<file path="src/sv/tcprx_pkg.sv">
// Shared types, codes and constants of the TCP receive state machine.
package tcprx_pkg;

    localparam int QUEUE_DEPTH_DEF = 4;

    localparam int IN_TDATA_W  = 184;
    localparam int OUT_TDATA_W = 216;
    localparam int CFG_INDEX_W = 2;
    localparam int CFG_DATA_W  = 32;

    localparam logic [15:0] RCV_WINDOW_RST = 16'hFFFF;

    typedef enum logic [3:0] {
        ST_CLOSED      = 4'd0,
        ST_LISTEN      = 4'd1,
        ST_SYN_SENT    = 4'd2,
        ST_SYN_RECV    = 4'd3,
        ST_ESTABLISHED = 4'd4,
        ST_FIN_WAIT1   = 4'd5,
        ST_CLOSING     = 4'd6,
        ST_TIME_WAIT   = 4'd7,
        ST_CLOSE_WAIT  = 4'd8,
        ST_LAST_ACK    = 4'd9
    } conn_state_t;

    typedef enum logic [CFG_INDEX_W-1:0] {
        CFG_OPEN_MODE      = 2'd0,
        CFG_INITIAL_SEQ    = 2'd1,
        CFG_RECEIVE_WINDOW = 2'd2
    } cfg_reg_t;

    localparam logic [1:0] MODE_LISTEN   = 2'd1;
    localparam logic [1:0] MODE_SYN_SENT = 2'd2;

    typedef struct packed {
        logic        drop;
        logic        fin;
        logic        syn;
        logic        rst;
        logic        psh;
        logic        ack;
        logic        has_data;
        logic [31:0] seq_num;
        logic [31:0] ack_num;
        logic [15:0] payload_len;
        logic [31:0] src_addr;
        logic [31:0] dst_addr;
        logic [15:0] src_port;
        logic [15:0] dst_port;
    } seg_cmd_t;

    typedef struct packed {
        conn_state_t conn_state;
        logic [31:0] rcv_next;
        logic [31:0] snd_next;
        logic [15:0] rcv_window;
        logic [31:0] ack_due_count;
        logic        data_accepted;
        logic        data_ready;
        logic        dropped;
        logic [31:0] local_addr;
        logic [15:0] local_port;
        logic [31:0] peer_addr;
        logic [15:0] peer_port;
    } seg_result_t;

    typedef struct packed {
        logic full;
        logic empty;
    } queue_status_t;

    function automatic conn_state_t mode_to_state(input logic [1:0] mode);
        conn_state_t st;
        case (mode)
            MODE_LISTEN:   st = ST_LISTEN;
            MODE_SYN_SENT: st = ST_SYN_SENT;
            default:       st = ST_CLOSED;
        endcase
        return st;
    endfunction

endpackage

</file>
<file path="src/sv/tcp_receive_state_machine_top.sv">
// Top level of the TCP receive state machine for one connection.
//
// The slave stream carries one parsed segment header per transaction: the
// checksum verdict in tuser and the flags, sequence numbers, payload length,
// addresses and ports in tdata. The master stream returns one result per
// segment with the connection state and counters after the update, and the
// bad-checksum drop flag in tuser.
// The configuration channel writes open mode, initial send sequence and
// receive window; each write loads the matching connection register. It is
// always ready and is meant to be used only while no segment is in flight.
// An accepted segment passes through the command queue and the result register
// to the master side. One segment is taken per cycle while the queue is not
// full; the update engine pops one when the result register is free or read.
// A four-entry command queue sits between the decoder and the update engine,
// so the slave side keeps accepting while the master side stalls until the
// queue and the result register are full.
// After reset the connection is closed, the window is 65535 and all
// sequence numbers, counters and recorded endpoints are zero.
module tcp_receive_state_machine_top #(
    parameter int QUEUE_DEPTH = tcprx_pkg::QUEUE_DEPTH_DEF
) (
    input  logic                                   clk,
    input  logic                                   rst_n,
    input  logic                                   s_axis_tvalid,
    output logic                                   s_axis_tready,
    // tcp_flags, seq_num, ack_num, payload_len, src_addr, dst_addr,
    // src_port, dst_port, zero padding
    input  logic [tcprx_pkg::IN_TDATA_W-1:0]       s_axis_tdata,
    // checksum_ok
    input  logic                                   s_axis_tuser,
    output logic                                   m_axis_tvalid,
    input  logic                                   m_axis_tready,
    // conn_state, rcv_next, snd_next, rcv_window, ack_due_count,
    // data_accepted, data_ready, local_addr, local_port, peer_addr,
    // peer_port, zero padding
    output logic [tcprx_pkg::OUT_TDATA_W-1:0]      m_axis_tdata,
    // dropped
    output logic                                   m_axis_tuser,
    input  logic                                   cfg_valid,
    output logic                                   cfg_ready,
    input  logic [tcprx_pkg::CFG_INDEX_W-1:0]      cfg_index,
    input  logic [tcprx_pkg::CFG_DATA_W-1:0]       cfg_data
);
    import tcprx_pkg::*;

    queue_status_t q_status;
    logic          q_push;
    logic          q_pop;
    seg_cmd_t      push_cmd;
    seg_cmd_t      pop_cmd;
    seg_result_t   res;
    cfg_reg_t      cfg_sel;

    assign cfg_ready = 1'b1;
    assign cfg_sel   = cfg_reg_t'(cfg_index);

    tcprx_front u_front (
        .s_axis_tvalid (s_axis_tvalid),
        .s_axis_tready (s_axis_tready),
        .s_axis_tdata  (s_axis_tdata),
        .s_axis_tuser  (s_axis_tuser),
        .q_status      (q_status),
        .q_push        (q_push),
        .q_cmd         (push_cmd)
    );

    tcprx_queue #(
        .DEPTH (QUEUE_DEPTH)
    ) u_queue (
        .clk      (clk),
        .rst_n    (rst_n),
        .push     (q_push),
        .push_cmd (push_cmd),
        .pop      (q_pop),
        .pop_cmd  (pop_cmd),
        .status   (q_status)
    );

    tcprx_back u_back (
        .clk       (clk),
        .rst_n     (rst_n),
        .q_status  (q_status),
        .q_cmd     (pop_cmd),
        .q_pop     (q_pop),
        .cfg_we    (cfg_valid && cfg_ready),
        .cfg_sel   (cfg_sel),
        .cfg_wdata (cfg_data),
        .res_valid (m_axis_tvalid),
        .res_ready (m_axis_tready),
        .res       (res)
    );

    assign m_axis_tdata = {2'b00, res.peer_port, res.peer_addr, res.local_port,
                           res.local_addr, res.data_ready, res.data_accepted,
                           res.ack_due_count, res.rcv_window, res.snd_next,
                           res.rcv_next, res.conn_state};
    assign m_axis_tuser = res.dropped;

    a_drop_no_data: assert property (@(posedge clk) disable iff (!rst_n)
        m_axis_tvalid && res.dropped |-> !res.data_accepted && !res.data_ready)
        else $error("dropped segment reports accepted data");

    a_ready_needs_accept: assert property (@(posedge clk) disable iff (!rst_n)
        m_axis_tvalid && res.data_ready |-> res.data_accepted)
        else $error("PSH readiness without accepted data");

    a_accept_state: assert property (@(posedge clk) disable iff (!rst_n)
        m_axis_tvalid && res.data_accepted |->
            (res.conn_state == ST_ESTABLISHED || res.conn_state == ST_LAST_ACK))
        else $error("data accepted outside an open connection");

    a_full_stalls: assert property (@(posedge clk) disable iff (!rst_n)
        q_status.full |-> !s_axis_tready && !q_push)
        else $error("segment taken while the queue is full");

    a_pop_nonempty: assert property (@(posedge clk) disable iff (!rst_n)
        q_pop |-> !q_status.empty)
        else $error("queue popped while empty");

endmodule

</file>
<file path="src/sv/tcprx_front.sv">
// Front end: accepts segment headers and decodes them into commands for the queue.
module tcprx_front (
    input  logic                                s_axis_tvalid,
    output logic                                s_axis_tready,
    input  logic [tcprx_pkg::IN_TDATA_W-1:0]    s_axis_tdata,
    input  logic                                s_axis_tuser,
    input  tcprx_pkg::queue_status_t            q_status,
    output logic                                q_push,
    output tcprx_pkg::seg_cmd_t                 q_cmd
);
    import tcprx_pkg::*;

    logic [4:0] flags;

    assign flags         = s_axis_tdata[4:0];
    assign s_axis_tready = !q_status.full;
    assign q_push        = s_axis_tvalid && !q_status.full;

    always_comb
    begin
        q_cmd.drop        = !s_axis_tuser;
        q_cmd.fin         = flags[0];
        q_cmd.syn         = flags[1];
        q_cmd.rst         = flags[2];
        q_cmd.psh         = flags[3];
        q_cmd.ack         = flags[4];
        q_cmd.seq_num     = s_axis_tdata[36:5];
        q_cmd.ack_num     = s_axis_tdata[68:37];
        q_cmd.payload_len = s_axis_tdata[84:69];
        q_cmd.has_data    = (s_axis_tdata[84:69] != 16'd0);
        q_cmd.src_addr    = s_axis_tdata[116:85];
        q_cmd.dst_addr    = s_axis_tdata[148:117];
        q_cmd.src_port    = s_axis_tdata[164:149];
        q_cmd.dst_port    = s_axis_tdata[180:165];
    end

endmodule

</file>
<file path="src/sv/tcprx_queue.sv">
// Short command queue between the front end and the state update engine.
module tcprx_queue #(
    parameter int DEPTH = tcprx_pkg::QUEUE_DEPTH_DEF
) (
    input  logic                       clk,
    input  logic                       rst_n,
    input  logic                       push,
    input  tcprx_pkg::seg_cmd_t        push_cmd,
    input  logic                       pop,
    output tcprx_pkg::seg_cmd_t        pop_cmd,
    output tcprx_pkg::queue_status_t   status
);
    import tcprx_pkg::*;

    localparam int PTR_W = (DEPTH > 1) ? $clog2(DEPTH) : 1;
    localparam int CNT_W = $clog2(DEPTH + 1);
    localparam logic [PTR_W-1:0] PTR_LAST = PTR_W'(DEPTH - 1);

    seg_cmd_t         entries_reg [DEPTH];
    logic [PTR_W-1:0] wr_ptr_reg, wr_ptr_next;
    logic [PTR_W-1:0] rd_ptr_reg, rd_ptr_next;
    logic [CNT_W-1:0] count_reg, count_next;

    assign status.full  = (count_reg == CNT_W'(DEPTH));
    assign status.empty = (count_reg == '0);
    assign pop_cmd      = entries_reg[rd_ptr_reg];

    always_comb
    begin
        wr_ptr_next = wr_ptr_reg;
        rd_ptr_next = rd_ptr_reg;
        count_next  = count_reg;
        if (push)
        begin
            wr_ptr_next = (wr_ptr_reg == PTR_LAST) ? '0 : wr_ptr_reg + 1'b1;
        end
        if (pop)
        begin
            rd_ptr_next = (rd_ptr_reg == PTR_LAST) ? '0 : rd_ptr_reg + 1'b1;
        end
        if (push && !pop)
        begin
            count_next = count_reg + 1'b1;
        end
        else if (pop && !push)
        begin
            count_next = count_reg - 1'b1;
        end
    end

    always_ff @(posedge clk or negedge rst_n)
    begin
        if (!rst_n)
        begin
            wr_ptr_reg <= '0;
            rd_ptr_reg <= '0;
            count_reg  <= '0;
        end
        else
        begin
            wr_ptr_reg <= wr_ptr_next;
            rd_ptr_reg <= rd_ptr_next;
            count_reg  <= count_next;
        end
    end

    always_ff @(posedge clk)
    begin
        if (push)
        begin
            entries_reg[wr_ptr_reg] <= push_cmd;
        end
    end

endmodule

</file>
<file path="src/sv/tcprx_back.sv">
// Back end: connection state update, configuration loads and the result register.
module tcprx_back (
    input  logic                                clk,
    input  logic                                rst_n,
    input  tcprx_pkg::queue_status_t            q_status,
    input  tcprx_pkg::seg_cmd_t                 q_cmd,
    output logic                                q_pop,
    input  logic                                cfg_we,
    input  tcprx_pkg::cfg_reg_t                 cfg_sel,
    input  logic [tcprx_pkg::CFG_DATA_W-1:0]    cfg_wdata,
    output logic                                res_valid,
    input  logic                                res_ready,
    output tcprx_pkg::seg_result_t              res
);
    import tcprx_pkg::*;

    conn_state_t state_reg, state_next;
    logic [31:0] rcv_next_reg, rcv_next_next;
    logic [31:0] snd_next_reg, snd_next_next;
    logic [15:0] window_reg, window_next;
    logic [31:0] ack_count_reg, ack_count_next;
    logic [31:0] local_addr_reg, local_addr_next;
    logic [15:0] local_port_reg, local_port_next;
    logic [31:0] peer_addr_reg, peer_addr_next;
    logic [15:0] peer_port_reg, peer_port_next;
    logic        out_valid_reg, out_valid_next;
    seg_result_t out_res_reg, out_res_next;

    logic        in_order;
    logic        accepted;
    logic        ready;
    logic [31:0] rcv_after_data;

    assign q_pop     = !q_status.empty && (!out_valid_reg || res_ready);
    assign res_valid = out_valid_reg;
    assign res       = out_res_reg;

    assign in_order       = q_cmd.has_data && (q_cmd.seq_num == rcv_next_reg);
    assign accepted       = in_order;
    assign ready          = in_order && q_cmd.psh;
    assign rcv_after_data = in_order ? rcv_next_reg + {16'd0, q_cmd.payload_len}
                                     : rcv_next_reg;

    always_comb
    begin
        state_next = state_reg;
        if (cfg_we && cfg_sel == CFG_OPEN_MODE)
        begin
            state_next = mode_to_state(cfg_wdata[1:0]);
        end
        else if (q_pop && !q_cmd.drop)
        begin
            case (state_reg)
                ST_LISTEN:
                begin
                    if (q_cmd.syn)
                    begin
                        state_next = ST_SYN_RECV;
                    end
                end
                ST_SYN_SENT:
                begin
                    if (q_cmd.syn && q_cmd.ack)
                    begin
                        state_next = ST_ESTABLISHED;
                    end
                    else if (q_cmd.rst)
                    begin
                        state_next = ST_CLOSED;
                    end
                end
                ST_SYN_RECV:
                begin
                    if (q_cmd.ack)
                    begin
                        state_next = ST_ESTABLISHED;
                    end
                end
                ST_ESTABLISHED:
                begin
                    if (q_cmd.fin)
                    begin
                        state_next = ST_LAST_ACK;
                    end
                end
                ST_FIN_WAIT1:
                begin
                    if (q_cmd.fin)
                    begin
                        state_next = q_cmd.ack ? ST_TIME_WAIT : ST_CLOSING;
                    end
                end
                ST_CLOSING:
                begin
                    if (q_cmd.fin && q_cmd.ack)
                    begin
                        state_next = ST_TIME_WAIT;
                    end
                end
                ST_LAST_ACK:
                begin
                    if (q_cmd.ack)
                    begin
                        state_next = ST_CLOSED;
                    end
                end
                default:
                begin
                    state_next = state_reg;
                end
            endcase
        end
    end

    always_comb
    begin
        rcv_next_next   = rcv_next_reg;
        snd_next_next   = snd_next_reg;
        window_next     = window_reg;
        ack_count_next  = ack_count_reg;
        local_addr_next = local_addr_reg;
        local_port_next = local_port_reg;
        peer_addr_next  = peer_addr_reg;
        peer_port_next  = peer_port_reg;
        if (cfg_we)
        begin
            case (cfg_sel)
                CFG_INITIAL_SEQ:    snd_next_next = cfg_wdata;
                CFG_RECEIVE_WINDOW: window_next   = cfg_wdata[15:0];
                default:            snd_next_next = snd_next_reg;
            endcase
        end
        else if (q_pop && !q_cmd.drop)
        begin
            case (state_reg)
                ST_LISTEN:
                begin
                    local_addr_next = q_cmd.dst_addr;
                    local_port_next = q_cmd.dst_port;
                    peer_addr_next  = q_cmd.src_addr;
                    peer_port_next  = q_cmd.src_port;
                    if (q_cmd.syn)
                    begin
                        rcv_next_next = q_cmd.seq_num + 32'd1;
                    end
                end
                ST_SYN_SENT:
                begin
                    if (q_cmd.syn && q_cmd.ack)
                    begin
                        rcv_next_next  = q_cmd.seq_num + 32'd1;
                        snd_next_next  = snd_next_reg + 32'd1;
                        ack_count_next = '0;
                    end
                end
                ST_SYN_RECV:
                begin
                    if (q_cmd.ack)
                    begin
                        snd_next_next = q_cmd.ack_num;
                    end
                end
                ST_ESTABLISHED:
                begin
                    rcv_next_next = rcv_after_data;
                    if (in_order)
                    begin
                        window_next = (window_reg > q_cmd.payload_len)
                                    ? window_reg - q_cmd.payload_len : '0;
                        if (q_cmd.psh)
                        begin
                            ack_count_next = '0;
                        end
                    end
                    else if (q_cmd.has_data)
                    begin
                        ack_count_next = ack_count_reg - 32'd1;
                    end
                    if (q_cmd.fin)
                    begin
                        rcv_next_next = rcv_after_data + 32'd1;
                    end
                    else if (!q_cmd.rst && q_cmd.syn && q_cmd.ack)
                    begin
                        ack_count_next = '0;
                    end
                end
                ST_FIN_WAIT1:
                begin
                    if (q_cmd.fin && q_cmd.ack)
                    begin
                        rcv_next_next = rcv_next_reg + 32'd1;
                        snd_next_next = snd_next_reg + 32'd1;
                    end
                end
                ST_TIME_WAIT:
                begin
                    if (q_cmd.fin && q_cmd.ack)
                    begin
                        ack_count_next = '0;
                    end
                end
                default:
                begin
                    rcv_next_next = rcv_next_reg;
                end
            endcase
        end
    end

    always_comb
    begin
        out_valid_next = out_valid_reg;
        out_res_next   = out_res_reg;
        if (q_pop)
        begin
            out_valid_next              = 1'b1;
            out_res_next.conn_state     = state_next;
            out_res_next.rcv_next       = rcv_next_next;
            out_res_next.snd_next       = snd_next_next;
            out_res_next.rcv_window     = window_next;
            out_res_next.ack_due_count  = ack_count_next;
            out_res_next.data_accepted  = !q_cmd.drop && state_reg == ST_ESTABLISHED
                                          && accepted;
            out_res_next.data_ready     = !q_cmd.drop && state_reg == ST_ESTABLISHED
                                          && ready;
            out_res_next.dropped        = q_cmd.drop;
            out_res_next.local_addr     = local_addr_next;
            out_res_next.local_port     = local_port_next;
            out_res_next.peer_addr      = peer_addr_next;
            out_res_next.peer_port      = peer_port_next;
        end
        else if (res_ready)
        begin
            out_valid_next = 1'b0;
        end
    end

    always_ff @(posedge clk or negedge rst_n)
    begin
        if (!rst_n)
        begin
            state_reg      <= ST_CLOSED;
            rcv_next_reg   <= '0;
            snd_next_reg   <= '0;
            window_reg     <= RCV_WINDOW_RST;
            ack_count_reg  <= '0;
            local_addr_reg <= '0;
            local_port_reg <= '0;
            peer_addr_reg  <= '0;
            peer_port_reg  <= '0;
            out_valid_reg  <= 1'b0;
        end
        else
        begin
            state_reg      <= state_next;
            rcv_next_reg   <= rcv_next_next;
            snd_next_reg   <= snd_next_next;
            window_reg     <= window_next;
            ack_count_reg  <= ack_count_next;
            local_addr_reg <= local_addr_next;
            local_port_reg <= local_port_next;
            peer_addr_reg  <= peer_addr_next;
            peer_port_reg  <= peer_port_next;
            out_valid_reg  <= out_valid_next;
        end
    end

    always_ff @(posedge clk)
    begin
        out_res_reg <= out_res_next;
    end

endmodule

</file>
<file path="config.mk">
export PLATFORM = sky130hd
export DESIGN_NAME = tcp_receive_state_machine_top
export DESIGN_NICKNAME = d
export VERILOG_FILES = /design/src/sv/tcprx_pkg.sv /design/src/sv/tcp_receive_state_machine_top.sv /design/src/sv/tcprx_front.sv /design/src/sv/tcprx_queue.sv /design/src/sv/tcprx_back.sv
export SDC_FILE = /design/constraint.sdc
export NUM_CORES = 1
export LEC_CHECK = 0
export ABC_AREA = 1
export BUFFER_PORTS_ARGS = -buffer_cell sky130_fd_sc_hd__buf_2
export CAP_MARGIN = 10
export CORE_MARGIN = 1.5
export CORE_UTILIZATION = 25
export CTS_BUF_LIST = sky130_fd_sc_hd__clkbuf_4 sky130_fd_sc_hd__clkbuf_8 sky130_fd_sc_hd__clkbuf_16
export DETAILED_ROUTE_END_ITERATION = 7
export SLEW_MARGIN = 20
export SYNTH_ARGS = -nofsm -noshare
export SYNTH_HDL_FRONTEND = slang
export SYNTH_SLANG_ARGS = --single-unit
</file>
<file path="constraint.sdc">
create_clock -name clk -period 38.2 [get_ports clk]
set_input_delay 1.91 -clock clk [delete_from_list [all_inputs] [get_ports clk]]
set_output_delay 1.91 -clock clk [all_outputs]
set_load 0.05 [all_outputs]
</file>
======== Yosys cells after proc, flatten, opt, wreduce, memory -nomap -nowiden ========
Memories as Yosys holds them, arrays and structs flattened.
Cells that the tools add are included.
word-level totals
  memories ................................ 1
  logic and storage cells ................. 147
  memory bits (writable) .................. 732
  output and inout port bits .............. 220
  register bits after elaboration ......... 435
memories
  memory               depth  width  read ports  clocked after memory_dff  wr ports  RTL line           text
  u_queue.entries_reg  4      183    1           0                         1         tcprx_queue.sv:19  seg_cmd_t entries_reg [DEPTH];
operators by class
  muxes and demuxes ....................... 64
  equality and inequality tests ........... 16
  add/sub/neg operators ................... 11
  reduce and logical (&&, ||, !) cells .... 29
  order comparisons ....................... 1
operators by type and width
  kind                   number
  $mux 32                28
  $mux 16                12
  $pmux 32 s3            2
  $add 32x1->32 const B  4
  $pmux 32 s4            1
  $mux 4                 10
  $add 32x16->32         1
  $eq 32x32->1           1
  $sub 32x1->32 const B  1
  $pmux 4 s7             1
  $eq 4x3->1 const B     4
  $gt 16x16->1           1
  $reduce_bool 16->1     1
  $sub 16x16->16         1
  $logic_and 1x1->1      15
  $eq 2x2->1 const B     4
  $eq 4x2->1 const B     2
  $logic_not 1->1        8
  $mux 3                 2
  $mux 1                 5
  $add 2x1->2 const B    2
  $eq 2x1->1 const B     2
  $eq 4x1->1 const B     1
  $eq 4x4->1 const B     1
  9 further kinds        11

======== Logic depth before layout (Yosys ltp) ========
Gate-level depths: netlist of run 1.
An unclocked memory read counts as a cell.
  word-level depth ........................ 9
  mapped depth ............................ 35

======== Cells and area by module ========
A second synthesis of run 1 with hierarchy kept.
second synthesis, totals
  cell total of the unflattened synthesis .. 5309
  area total of the unflattened synthesis .. 55230.5 µm²
modules (own cells, without submodules)
  module                         cells each  area each (µm²)  times used  sequential area each (µm²)
  tcprx_queue                    2187        29407.0          1           22156.2
  tcprx_back                     2917        24363.4          1           11806.3
  tcprx_front                    200         1430.1           1           0.0
  tcp_receive_state_machine_top  5           30.0             1           0.0

======== Worst setup path after synthesis of run 1 ========
Ideal clock, no wire load.
  kind .................................... in2reg
  start ................................... in m_axis_tready
  end ..................................... reg u_back.out_res_reg (netlist bit u_back.res[181]), data pin
  cell stages on the path ................. 13
  path slack .............................. 22.472 ns
  data arrival time ....................... 15.468 ns
  required time ........................... 37.940 ns
  cells stage by stage .................... nor2_1 > a31oi_1 > inv_1 > nor2_1 > inv_2 > nor2_1 > inv_2 > nor2_1 > clkinv_1 > buf_2 > clkbuf_1 > o21ai_0 > nand2_1
between the ends
  cells in the longest elaborated chain, start to end .. 5
ends and longest elaborated chain
  element                      RTL line                             text
  start: declaration           tcp_receive_state_machine_top.sv:32  input logic m_axis_tready,
  $logic_or 1x1->1             tcprx_back.sv:34                     assign q_pop = !q_status.empty && (!out_valid_reg || res_ready);
  $logic_and 1x1->1            tcprx_back.sv:34
  net q_pop                    tcp_receive_state_machine_top.sv:48  logic q_pop;
  $logic_and 1x1->1            tcprx_back.sv:133                    else if (q_pop && !q_cmd.drop)
  $mux 32                      tcprx_back.sv:133
  $mux 32                      tcprx_back.sv:125                    if (cfg_we)
  net u_back.rcv_next_next[2]  tcprx_back.sv:18                     logic [31:0] rcv_next_reg, rcv_next_next;
  end signal: assignment       tcprx_back.sv:271                    out_res_reg <= out_res_next;
  end: declaration             tcprx_back.sv:27                     seg_result_t out_res_reg, out_res_next;
The timed path passes the listed nets, and every way through them passes these cells.
A chain may end at the register's enable or synchronous reset.

======== Final worst setup path of run 1 ========
  start ................................... reg u_queue.rd_ptr_reg[1]
  end ..................................... reg u_back.out_res_reg (netlist bit u_back.res[194]), data pin
between the ends
  cells in the longest elaborated chain, start to end .. 9
  elaborated cells between the ends (all ways) .. 18
ends and longest elaborated chain
  element                                                 RTL line           text
  start: declaration                                      tcprx_queue.sv:21  logic [PTR_W-1:0] rd_ptr_reg, rd_ptr_next;
  start signal: assignment                                tcprx_queue.sv:62  rd_ptr_reg <= rd_ptr_next;
  $mem_v2 4x183 (*)                                       --
  branches (longest 6 deep; another with $add 32x16->32)  --
  $mux 32 (*)                                             tcprx_back.sv:133
  $mux 32 (*)                                             tcprx_back.sv:125
  net u_back.rcv_next_next[15]                            tcprx_back.sv:18
Mark *: on every way through the listed nets, which the timed path passes.

==> summary.txt, run 1 <==
PostCTS Resize Cnt - 0
GRT Resource Usage Total - 0.161
WP data arrival - 6610 ps
switching share of power - 0.451
htree depth - 4
gr ovfl total - 0
post-route ant nets - 0
Via density - 4.74
Netlist cell types - 64
Post-DP Area - 0.0575 mm²
Inserted Clock Buffers - 133
GP Congestion - 0.929
post-DR wirelength/cell - 21.5 µm
Primary FF master, synth - edfxtp_1
CP Launch Type - register
top cells by area, synth - edfxtp_1, dfrtp_1, nand2_1
core area - 0.207 mm²
Slew Viols, Final - 0
Peak Freq - 0.163 GHz
GRT busiest layer - met2
Initial Utilization - 0.252
number of synthesized flops with an enable pin - 947
met1 usage - 0.200
CTS Hold Bufs - 0
fraction of registers with async set/reset - 0.189
TNS Setup - 0 ps
Mapped Cells - 4831
clock latency on the worst-skew pair - 810 ps
CP most frequent cell - nand2_1
DP Wirelength - 124 mm
GR Util met3 - 0.0457
Tmin final - 6150 ps
top cell type's share of synthesized area - 0.545
NumNets Final - 5524
setup bufs post-CTS - 0
synthesized flop and latch total - 1167
fin crit share - 0.161
largest net degree at the start of global routing - 155
synth-to-layout area growth - 19.1%
critical path class - reg2reg
final wirelength - 176 mm
clk sinks - 1167
max cap viols - 0
global-route wire length before repair - 252 mm
Power Density - 93.5 mW/mm²
DR iter-0 viols - 3399
number of I/O port buffers - 437
sequential share of power - 0.346
skew final - 55.2 ps
maximum vdd ir drop - 0.0000627 V
Cells after DPL - 7907
RSZ-0062 raised after global routing - no
DIE AREA - 0.212 mm²
DRC viols - 0
largest area contributor in the netlist - edfxtp_1
initial antenna violation count - 95
clock network fraction of total power - 0.229
Hold Crit Class - reg2reg
clock transition at the registers of the reported paths - 60 ps
Rows - 167
Worst Setup End Kind - register
Die H - 460 µm
I/O pin count - 444
Mean Syn Cell Area - 10.8 µm²
TritonCTS clock tree - done
mapped cell area - 0.0522 mm²
relative slew slack - 0.285
Critical Path Fanout Max - 77
via count - 38800
Pint - 3.19 mW
maximum buffer depth of the clock tree - 3
CP max-delay cell - buf_4
sequential share of the synthesized area - 0.651
share of cells above drive strength 1 - 0.179
Hold Vio Cnt, Final - 0
vias in the first global route - 36900
Setup violations, final - 0
max incr delay on CP - 850 ps
number of flip-flops in the largest register - 732
root buffer cell - clkbuf_16
die width - 460 µm
CP required - 38670 ps
Switch Pwr - 2.62 mW
drt pass-1 iters - 5
final cell count without fillers - 8175
status - completed
number of synthesis warnings - 0
leakage - 23.8 nW
combinational fraction of design power - 0.425
met2 usage - 0.265
Non-Filler Cell Area, Final - 0.0622 mm²
Worst-Margin Slew - 1070 ps
Fill cells - 21300
-- cell usage after synthesis, types with 7 or more instances --
library cell and instances:
a32oi_1 32, nor2_4 16, clkbuf_1 127, o211ai_1 17, nand3_2 18, buf_6 11, nand3b_1 10, o21ai_1 7
a21oi_1 160, nand2_1 874, buf_2 25, nand3_1 280, mux2_2 96, o21ai_0 455, nor2_1 601, o22ai_1 155
inv_1 326, nand2_2 35, xor2_1 38, nor3_1 53, inv_2 16, dfrtp_1 204, o221ai_1 11, dfstp_2 16
edfxtp_1 947, buf_1 22, buf_4 12, a31oi_1 12, xnor2_1 15, nor4_1 18, ha_1 43, o21bai_1 7
nor2_2 14, nand4_1 55, a22oi_1 24
-- stage by stage --
| step | worst slack (ps) | hold WS, ps | power (mW) | utilization |
|---|---|---|---|---|
| final | 32050 | 492 | 5.81 | 0.300 |
| after global routing | 31820 | 504 | 6.14 | 0.300 |
| after CTS | 32080 | 495 | 5.85 | 0.300 |
| after detailed placement | 31200 | 479 | 4.50 | 0.277 |
| after global placement | 31290 | 474 | 4.48 | 0.277 |
| after floorplan | 22470 | 467 | 3.75 | - |
-- power by group through the flow --
stage | Clock [mW] | Combinational [mW] | Sequential [mW]
6_report | 1.33 | 2.47 | 2.01
5_1_grt | 1.41 | 2.69 | 2.04
4_1_cts | 1.36 | 2.48 | 2.01
3_5_place_dp | 0 | 2.47 | 2.03
3_3_place_gp | 0 | 2.45 | 2.03
2_1_floorplan | 0 | 1.33 | 2.43
-- path summary, 6_finish.rpt --
check	cells after the start	from	slack [ps]	end
min in group asynchronous	1	rst_n	1140	u_back.rcv_next_reg[26]$_DFF_PN0_
worst min register to register	1	u_back.peer_addr_reg[12]$_DFF_PN0_	490	u_back.peer_addr_reg[12]$_DFF_PN0_
max in group asynchronous	3	rst_n	34800	u_back.peer_port_reg[12]$_DFF_PN0_
worst max-delay path	25	u_queue.rd_ptr_reg[1]$_DFFE_PN0P_	32050	u_back.res[194]$_DFFE_PP_
worst min-delay path	1	u_back.peer_addr_reg[12]$_DFF_PN0_	490	u_back.peer_addr_reg[12]$_DFF_PN0_
worst max register to register	25	u_queue.rd_ptr_reg[1]$_DFFE_PN0P_	32050	u_back.res[194]$_DFFE_PP_
-- cells by family (layout without fill, tap and decap cells) --
group / count (synthesis) / in the layout / synth area share
AO/OA/AOI/OAI: 931 / 931 / 0.102
XOR/XNOR: 53 / 53 / 0.00889
adder cells (fa/ha/maj): 46 / 46 / 0.0115
buffers and inverters: 544 / 1077 / 0.0424
flip-flops: 1167 / 1167 / 0.651
multiplexers: 96 / 96 / 0.0207
other: 2 / 25 / 0.000144
AND/OR/NAND/NOR: 1992 / 1992 / 0.164
-- cell usage in the layout, fill, tap and decap left out, types with 15 or more instances in the layout --
cell type / Yosys / layout
edfxtp_1: 947 / 947
nand2_1: 874 / 873
nor2_1: 601 / 595
o21ai_0: 455 / 455
buf_2: 25 / 436
inv_1: 326 / 326
nand3_1: 280 / 280
dfrtp_1: 204 / 202
a21oi_1: 160 / 160
o22ai_1: 155 / 155
clkbuf_16: 0 / 133
mux2_2: 96 / 96
nand4_1: 55 / 55
nor3_1: 53 / 53
buf_4: 12 / 45
ha_1: 43 / 43
xor2_1: 38 / 38
nand2_2: 35 / 35
a32oi_1: 32 / 32
clkbuf_4: 0 / 32
a22oi_1: 24 / 24
diode_2: 0 / 22
nor2_4: 16 / 20
clkinv_2: 0 / 19
nand3_2: 18 / 18
nor4_1: 18 / 18
o211ai_1: 17 / 17
nor2_2: 14 / 16
dfstp_2: 16 / 16
inv_2: 16 / 15
xnor2_1: 15 / 15
-- layer usage --
layer / wire length (µm) / vias to the layer above / part of all wire
li1: - / 18000 / -
met1: 71100 / 18900 / 0.40
met2: 83400 / 1424 / 0.47
met3: 14300 / 368 / 0.081
met4: 6600 / 68 / 0.038
met5: 441 / - / 0.0025
-- area by class of cell --
| type | instances | area [µm²] | area share |
|---|---|---|---|
| Clock inverter | 69 | 948 | 0.0152 |
| Multi-Input combinational cell | 3121 | 16100 | 0.259 |
| Antenna cell | 22 | 55.1 | 0.000885 |
| Timing Repair Buffer | 485 | 2590 | 0.0417 |
| Inverter | 346 | 1320 | 0.0212 |
| Clock buffer | 177 | 3730 | 0.0600 |
| Tap cell | 2788 | 3490 | 0.0561 |
| Sequential cell | 1167 | 34000 | 0.546 |
-- worst max-delay path: cells and delay by family (launching register included) --
family | cells | cell delay [ps]
AO/OA/AOI/OAI | 4 | 1410
XOR/XNOR | 1 | 190
flip-flops | 1 | 490
AND/OR/NAND/NOR | 13 | 1540
buffers and inverters | 6 | 1720
adder cells (fa/ha/maj) | 1 | 450
Power figures use the tool's default switching activity.
==> run 2: changes to the inputs <==
--- a/config.mk
+++ b/config.mk
@@ -5,7 +5,7 @@
 export SDC_FILE = /design/constraint.sdc
 export NUM_CORES = 1
 export LEC_CHECK = 0
-export ABC_AREA = 1
+export ABC_AREA = 0
 export BUFFER_PORTS_ARGS = -buffer_cell sky130_fd_sc_hd__buf_2
 export CAP_MARGIN = 10
 export CORE_MARGIN = 1.5
==> constraint.sdc (replaced) <==
create_clock -name clk -period 5.3 [get_ports clk]
set_input_delay 0.265 -clock clk [delete_from_list [all_inputs] [get_ports clk]]
set_output_delay 0.265 -clock clk [all_outputs]
set_load 0.05 [all_outputs]
==> summary.txt, run 2 <==
FF-to-FF Start - u_queue.rd_ptr_reg[0]$_DFFE_PN0P_ (was u_queue.rd_ptr_reg[1]$_DFFE_PN0P_)
DP Wirelength - 97.1 mm (was 124 mm)
Primary FF master, synth - edfxtp_1 (unchanged)
initial antenna violation count - 16 (was 95)
clock latency on the worst-skew pair - 790 ps (was 810 ps)
CP Launch Type - register (unchanged)
most instantiated cells after synthesis - edfxtp_1, nand2_1, dfrtp_1, mux4_2, o21ai_0 (was edfxtp_1, nand2_1, nor2_1, o21ai_0, inv_1)
top-count cell post-synth - edfxtp_1 (unchanged)
CP required - 5830 ps (was 38670 ps)
clock transition at the registers of the reported paths - 60 ps (about the same)
skew final - 46.2 ps (was 55.2 ps)
Netlist cell types - 86 (was 64)
Layout Utilization - 0.321 (was 0.300)
post-DR wirelength/cell - 21.6 µm (was 21.5 µm)
Setup violations, final - 0 (unchanged)
I/O pin count - 444 (unchanged)
Rows - 162 (was 167)
Initial Utilization - 0.252 (about the same)
Hold Vio Cnt, Final - 0 (unchanged)
switching share of power - 0.380 (was 0.451)
largest area contributor in the netlist - edfxtp_1 (unchanged)
leading cell type in the layout, fill and taps excluded - edfxtp_1 (unchanged)
number of flip-flops in the largest register - 732 (unchanged)
NumNets Final - 4201 (was 5524)
Fill cells - 19100 (was 21300)
maximum buffer depth of the clock tree - 3 (unchanged)
WP data arrival - 5570 ps (was 6610 ps)
via count - 31200 (was 38800)
Peak Freq - 0.198 GHz (was 0.163 GHz)
fraction of registers with async set/reset - 0.189 (unchanged)
synth-to-layout area growth - 27.6% (was 19.1%)
mapped cell area - 0.0491 mm² (was 0.0522 mm²)
largest net degree at the start of global routing - 113 (was 155)
DRC viols - 0 (unchanged)
Worst Setup End Kind - register (unchanged)
die width - 446 µm (was 460 µm)
GP Congestion - 0.875 (was 0.929)
synthesized flop and latch total - 1167 (unchanged)
combinational fraction of design power - 0.375 (was 0.425)
GRT Resource Usage Total - 0.142 (was 0.161)
vias in the first global route - 31700 (was 36900)
share of cells above drive strength 1 - 0.295 (was 0.179)
Crit. Startpoint - u_queue.rd_ptr_reg[0]$_DFFE_PN0P_ (was u_queue.rd_ptr_reg[1]$_DFFE_PN0P_)
Hold Crit Class - in2reg (was reg2reg)
top cells by area, synth - edfxtp_1, dfrtp_1, mux4_2 (was edfxtp_1, dfrtp_1, nand2_1)
Mean Syn Cell Area - 15.6 µm² (was 10.8 µm²)
Die H - 446 µm (was 460 µm)
number of synthesis warnings - 0 (unchanged)
sequential share of power - 0.368 (was 0.346)
TNS Setup - 0 ps (unchanged)
Cells after DPL - 6187 (was 7907)
Critical Path Fanout Max - 11 (was 77)
Pint - 23.4 mW (was 3.19 mW)
status - completed (unchanged)
number of I/O port buffers - 437 (unchanged)
number of synthesized flops with an enable pin - 947 (unchanged)
Worst-Margin Slew - 1110 ps (was 1070 ps)
final wirelength - 144 mm (was 176 mm)
critical path class - reg2reg (unchanged)
DIE AREA - 0.199 mm² (was 0.212 mm²)
relative slew slack - 0.262 (was 0.285)
Switch Pwr - 14.3 mW (was 2.62 mW)
commonest cells after routing, fill and taps aside - edfxtp_1, buf_2, nand2_1 (was edfxtp_1, nand2_1, nor2_1)
core area - 0.195 mm² (was 0.207 mm²)
Via density - 4.66 (was 4.74)
drt pass-1 iters - 6 (was 5)
DR iter-0 viols - 2323 (was 3399)
Tmin final - 5040 ps (was 6150 ps)
RSZ-0062 raised after global routing - yes (was no)
top cell type's share of synthesized area - 0.580 (was 0.545)
post-route ant nets - 0 (unchanged)
final cell count without fillers - 6678 (was 8175)
Slew Viols, Final - 0 (unchanged)
htree depth - 4 (unchanged)
Mapped Cells - 3145 (was 4831)
fin crit share - 0.951 (was 0.161)
TritonCTS clock tree - done (unchanged)
max cap viols - 0 (unchanged)
gr ovfl total - 0 (unchanged)
clk sinks - 1167 (unchanged)
leakage - 22.5 nW (was 23.8 nW)
Inserted Clock Buffers - 133 (unchanged)
global-route wire length before repair - 210 mm (was 252 mm)
sequential share of the synthesized area - 0.692 (was 0.651)
root buffer cell - clkbuf_16 (unchanged)
clock network fraction of total power - 0.257 (was 0.229)
Power Density - 602 mW/mm² (was 93.5 mW/mm²)
maximum vdd ir drop - 0.000422 V (was 0.0000627 V)
worst hold path startpoint - cfg_valid (was u_back.peer_addr_reg[12]$_DFF_PN0_)
==> run 2: metal layers <==
layer | GRT usage | up-vias | share of wire | routed length [µm]
met3 | 0.0322 | 325 | 0.058 | 8310
met4 | 0.0781 | 6 | 0.057 | 8170
met1 | 0.166 | 15800 | 0.39 | 55900
li1 | - | 13900 | - | -
met5 | 0 | - | 0.00028 | 41
met2 | 0.242 | 1078 | 0.50 | 71600
==> run 2: cells by family after synthesis <==
group           Yosys count  share of synthesized area
mux                     307                      0.112
simple gates            762                     0.0756
fa+ha+maj                46                     0.0122
flops                  1167                      0.692
other cells               2                   0.000153
compound gates          506                     0.0664
xor+xnor                130                     0.0232
buf+inv                 225                     0.0182
==> run 2: area by class of cell <==
type                            count  area, µm²  area share
Clock inverter                     75        975      0.0156
Antenna cell                       12       30.0    0.000480
Sequential cell                  1167      34000       0.543
Timing Repair Buffer              819       5930      0.0948
Clock buffer                      171       3740      0.0597
Tap cell                         2624       3280      0.0524
Multi-Input combinational cell   1754      14500       0.231
Inverter                           56        210     0.00336
==> run 2: path summary, 6_finish.rpt <==
path | to | slack (ps) | depth (start not counted)
max | u_back.res[209]$_DFFE_PP_ | 260 | 20
min | u_back.window_reg[14]$_DFF_PN1_ | 100 | 4
max reg2reg | u_back.res[209]$_DFFE_PP_ | 260 | 20
min reg2reg | u_back.peer_port_reg[3]$_DFF_PN0_ | 490 | 1
max in group asynchronous | u_back.peer_addr_reg[31]$_DFF_PN0_ | 4210 | 3
min in group asynchronous | u_back.window_reg[1]$_DFF_PN1_ | 110 | 2
==> run 2: critical path: stages, from the launching register on <==
cell and delay [ps]:
dfrtp_4 490, buf_12 130, buf_12 140, mux4_2 570
xnor2_1 180, nand4_1 200, nor4_2 290, buf_4 180
and3_4 210, nor2_1 40, a21oi_1 170, ha_1 160
and2_1 150, and3_1 160, nand3_1 120, o31a_1 300
or4_1 480, buf_4 190, nor4_2 280, nor3b_1 230
nor3_1 90
==> run 2: what timing repair did <==
| item | in CTS | in global routing |
|---|---|---|
| resized for setup | 0 | 13 |
| setup endpoints to repair | 0 | 19 |
| hold buffers | 228 | 0 |
| buffers inserted | 0 | 5 |
| hold endpoints to repair | 1014 | 0 |
==> run 2: stage by stage <==
step / hold WS (ps) / cell area (µm²) / worst slack [ps] / total power [mW]
global placement: 216 / 55500 / 205 / 27.9
floorplan: -30.6 / 49300 / -353 / 23.4
detailed placement: 217 / 55500 / 85.9 / 28.1
global route: 61.0 / 62600 / -7.41 / 39.5
finish: 97.7 / 62600 / 261 / 37.7
CTS: 20.1 / 62500 / 41.9 / 38.1
==> run 2: power groups by stage <==
stage	Sequential [mW]	Clock, mW	Combinational, mW
after floorplan	15.9	0	7.44
after global placement	14.0	0	14.0
after detailed placement	14.0	0	14.1
after CTS	13.9	9.94	14.3
after global routing	14.1	10.3	15.1
final	13.9	9.67	14.1
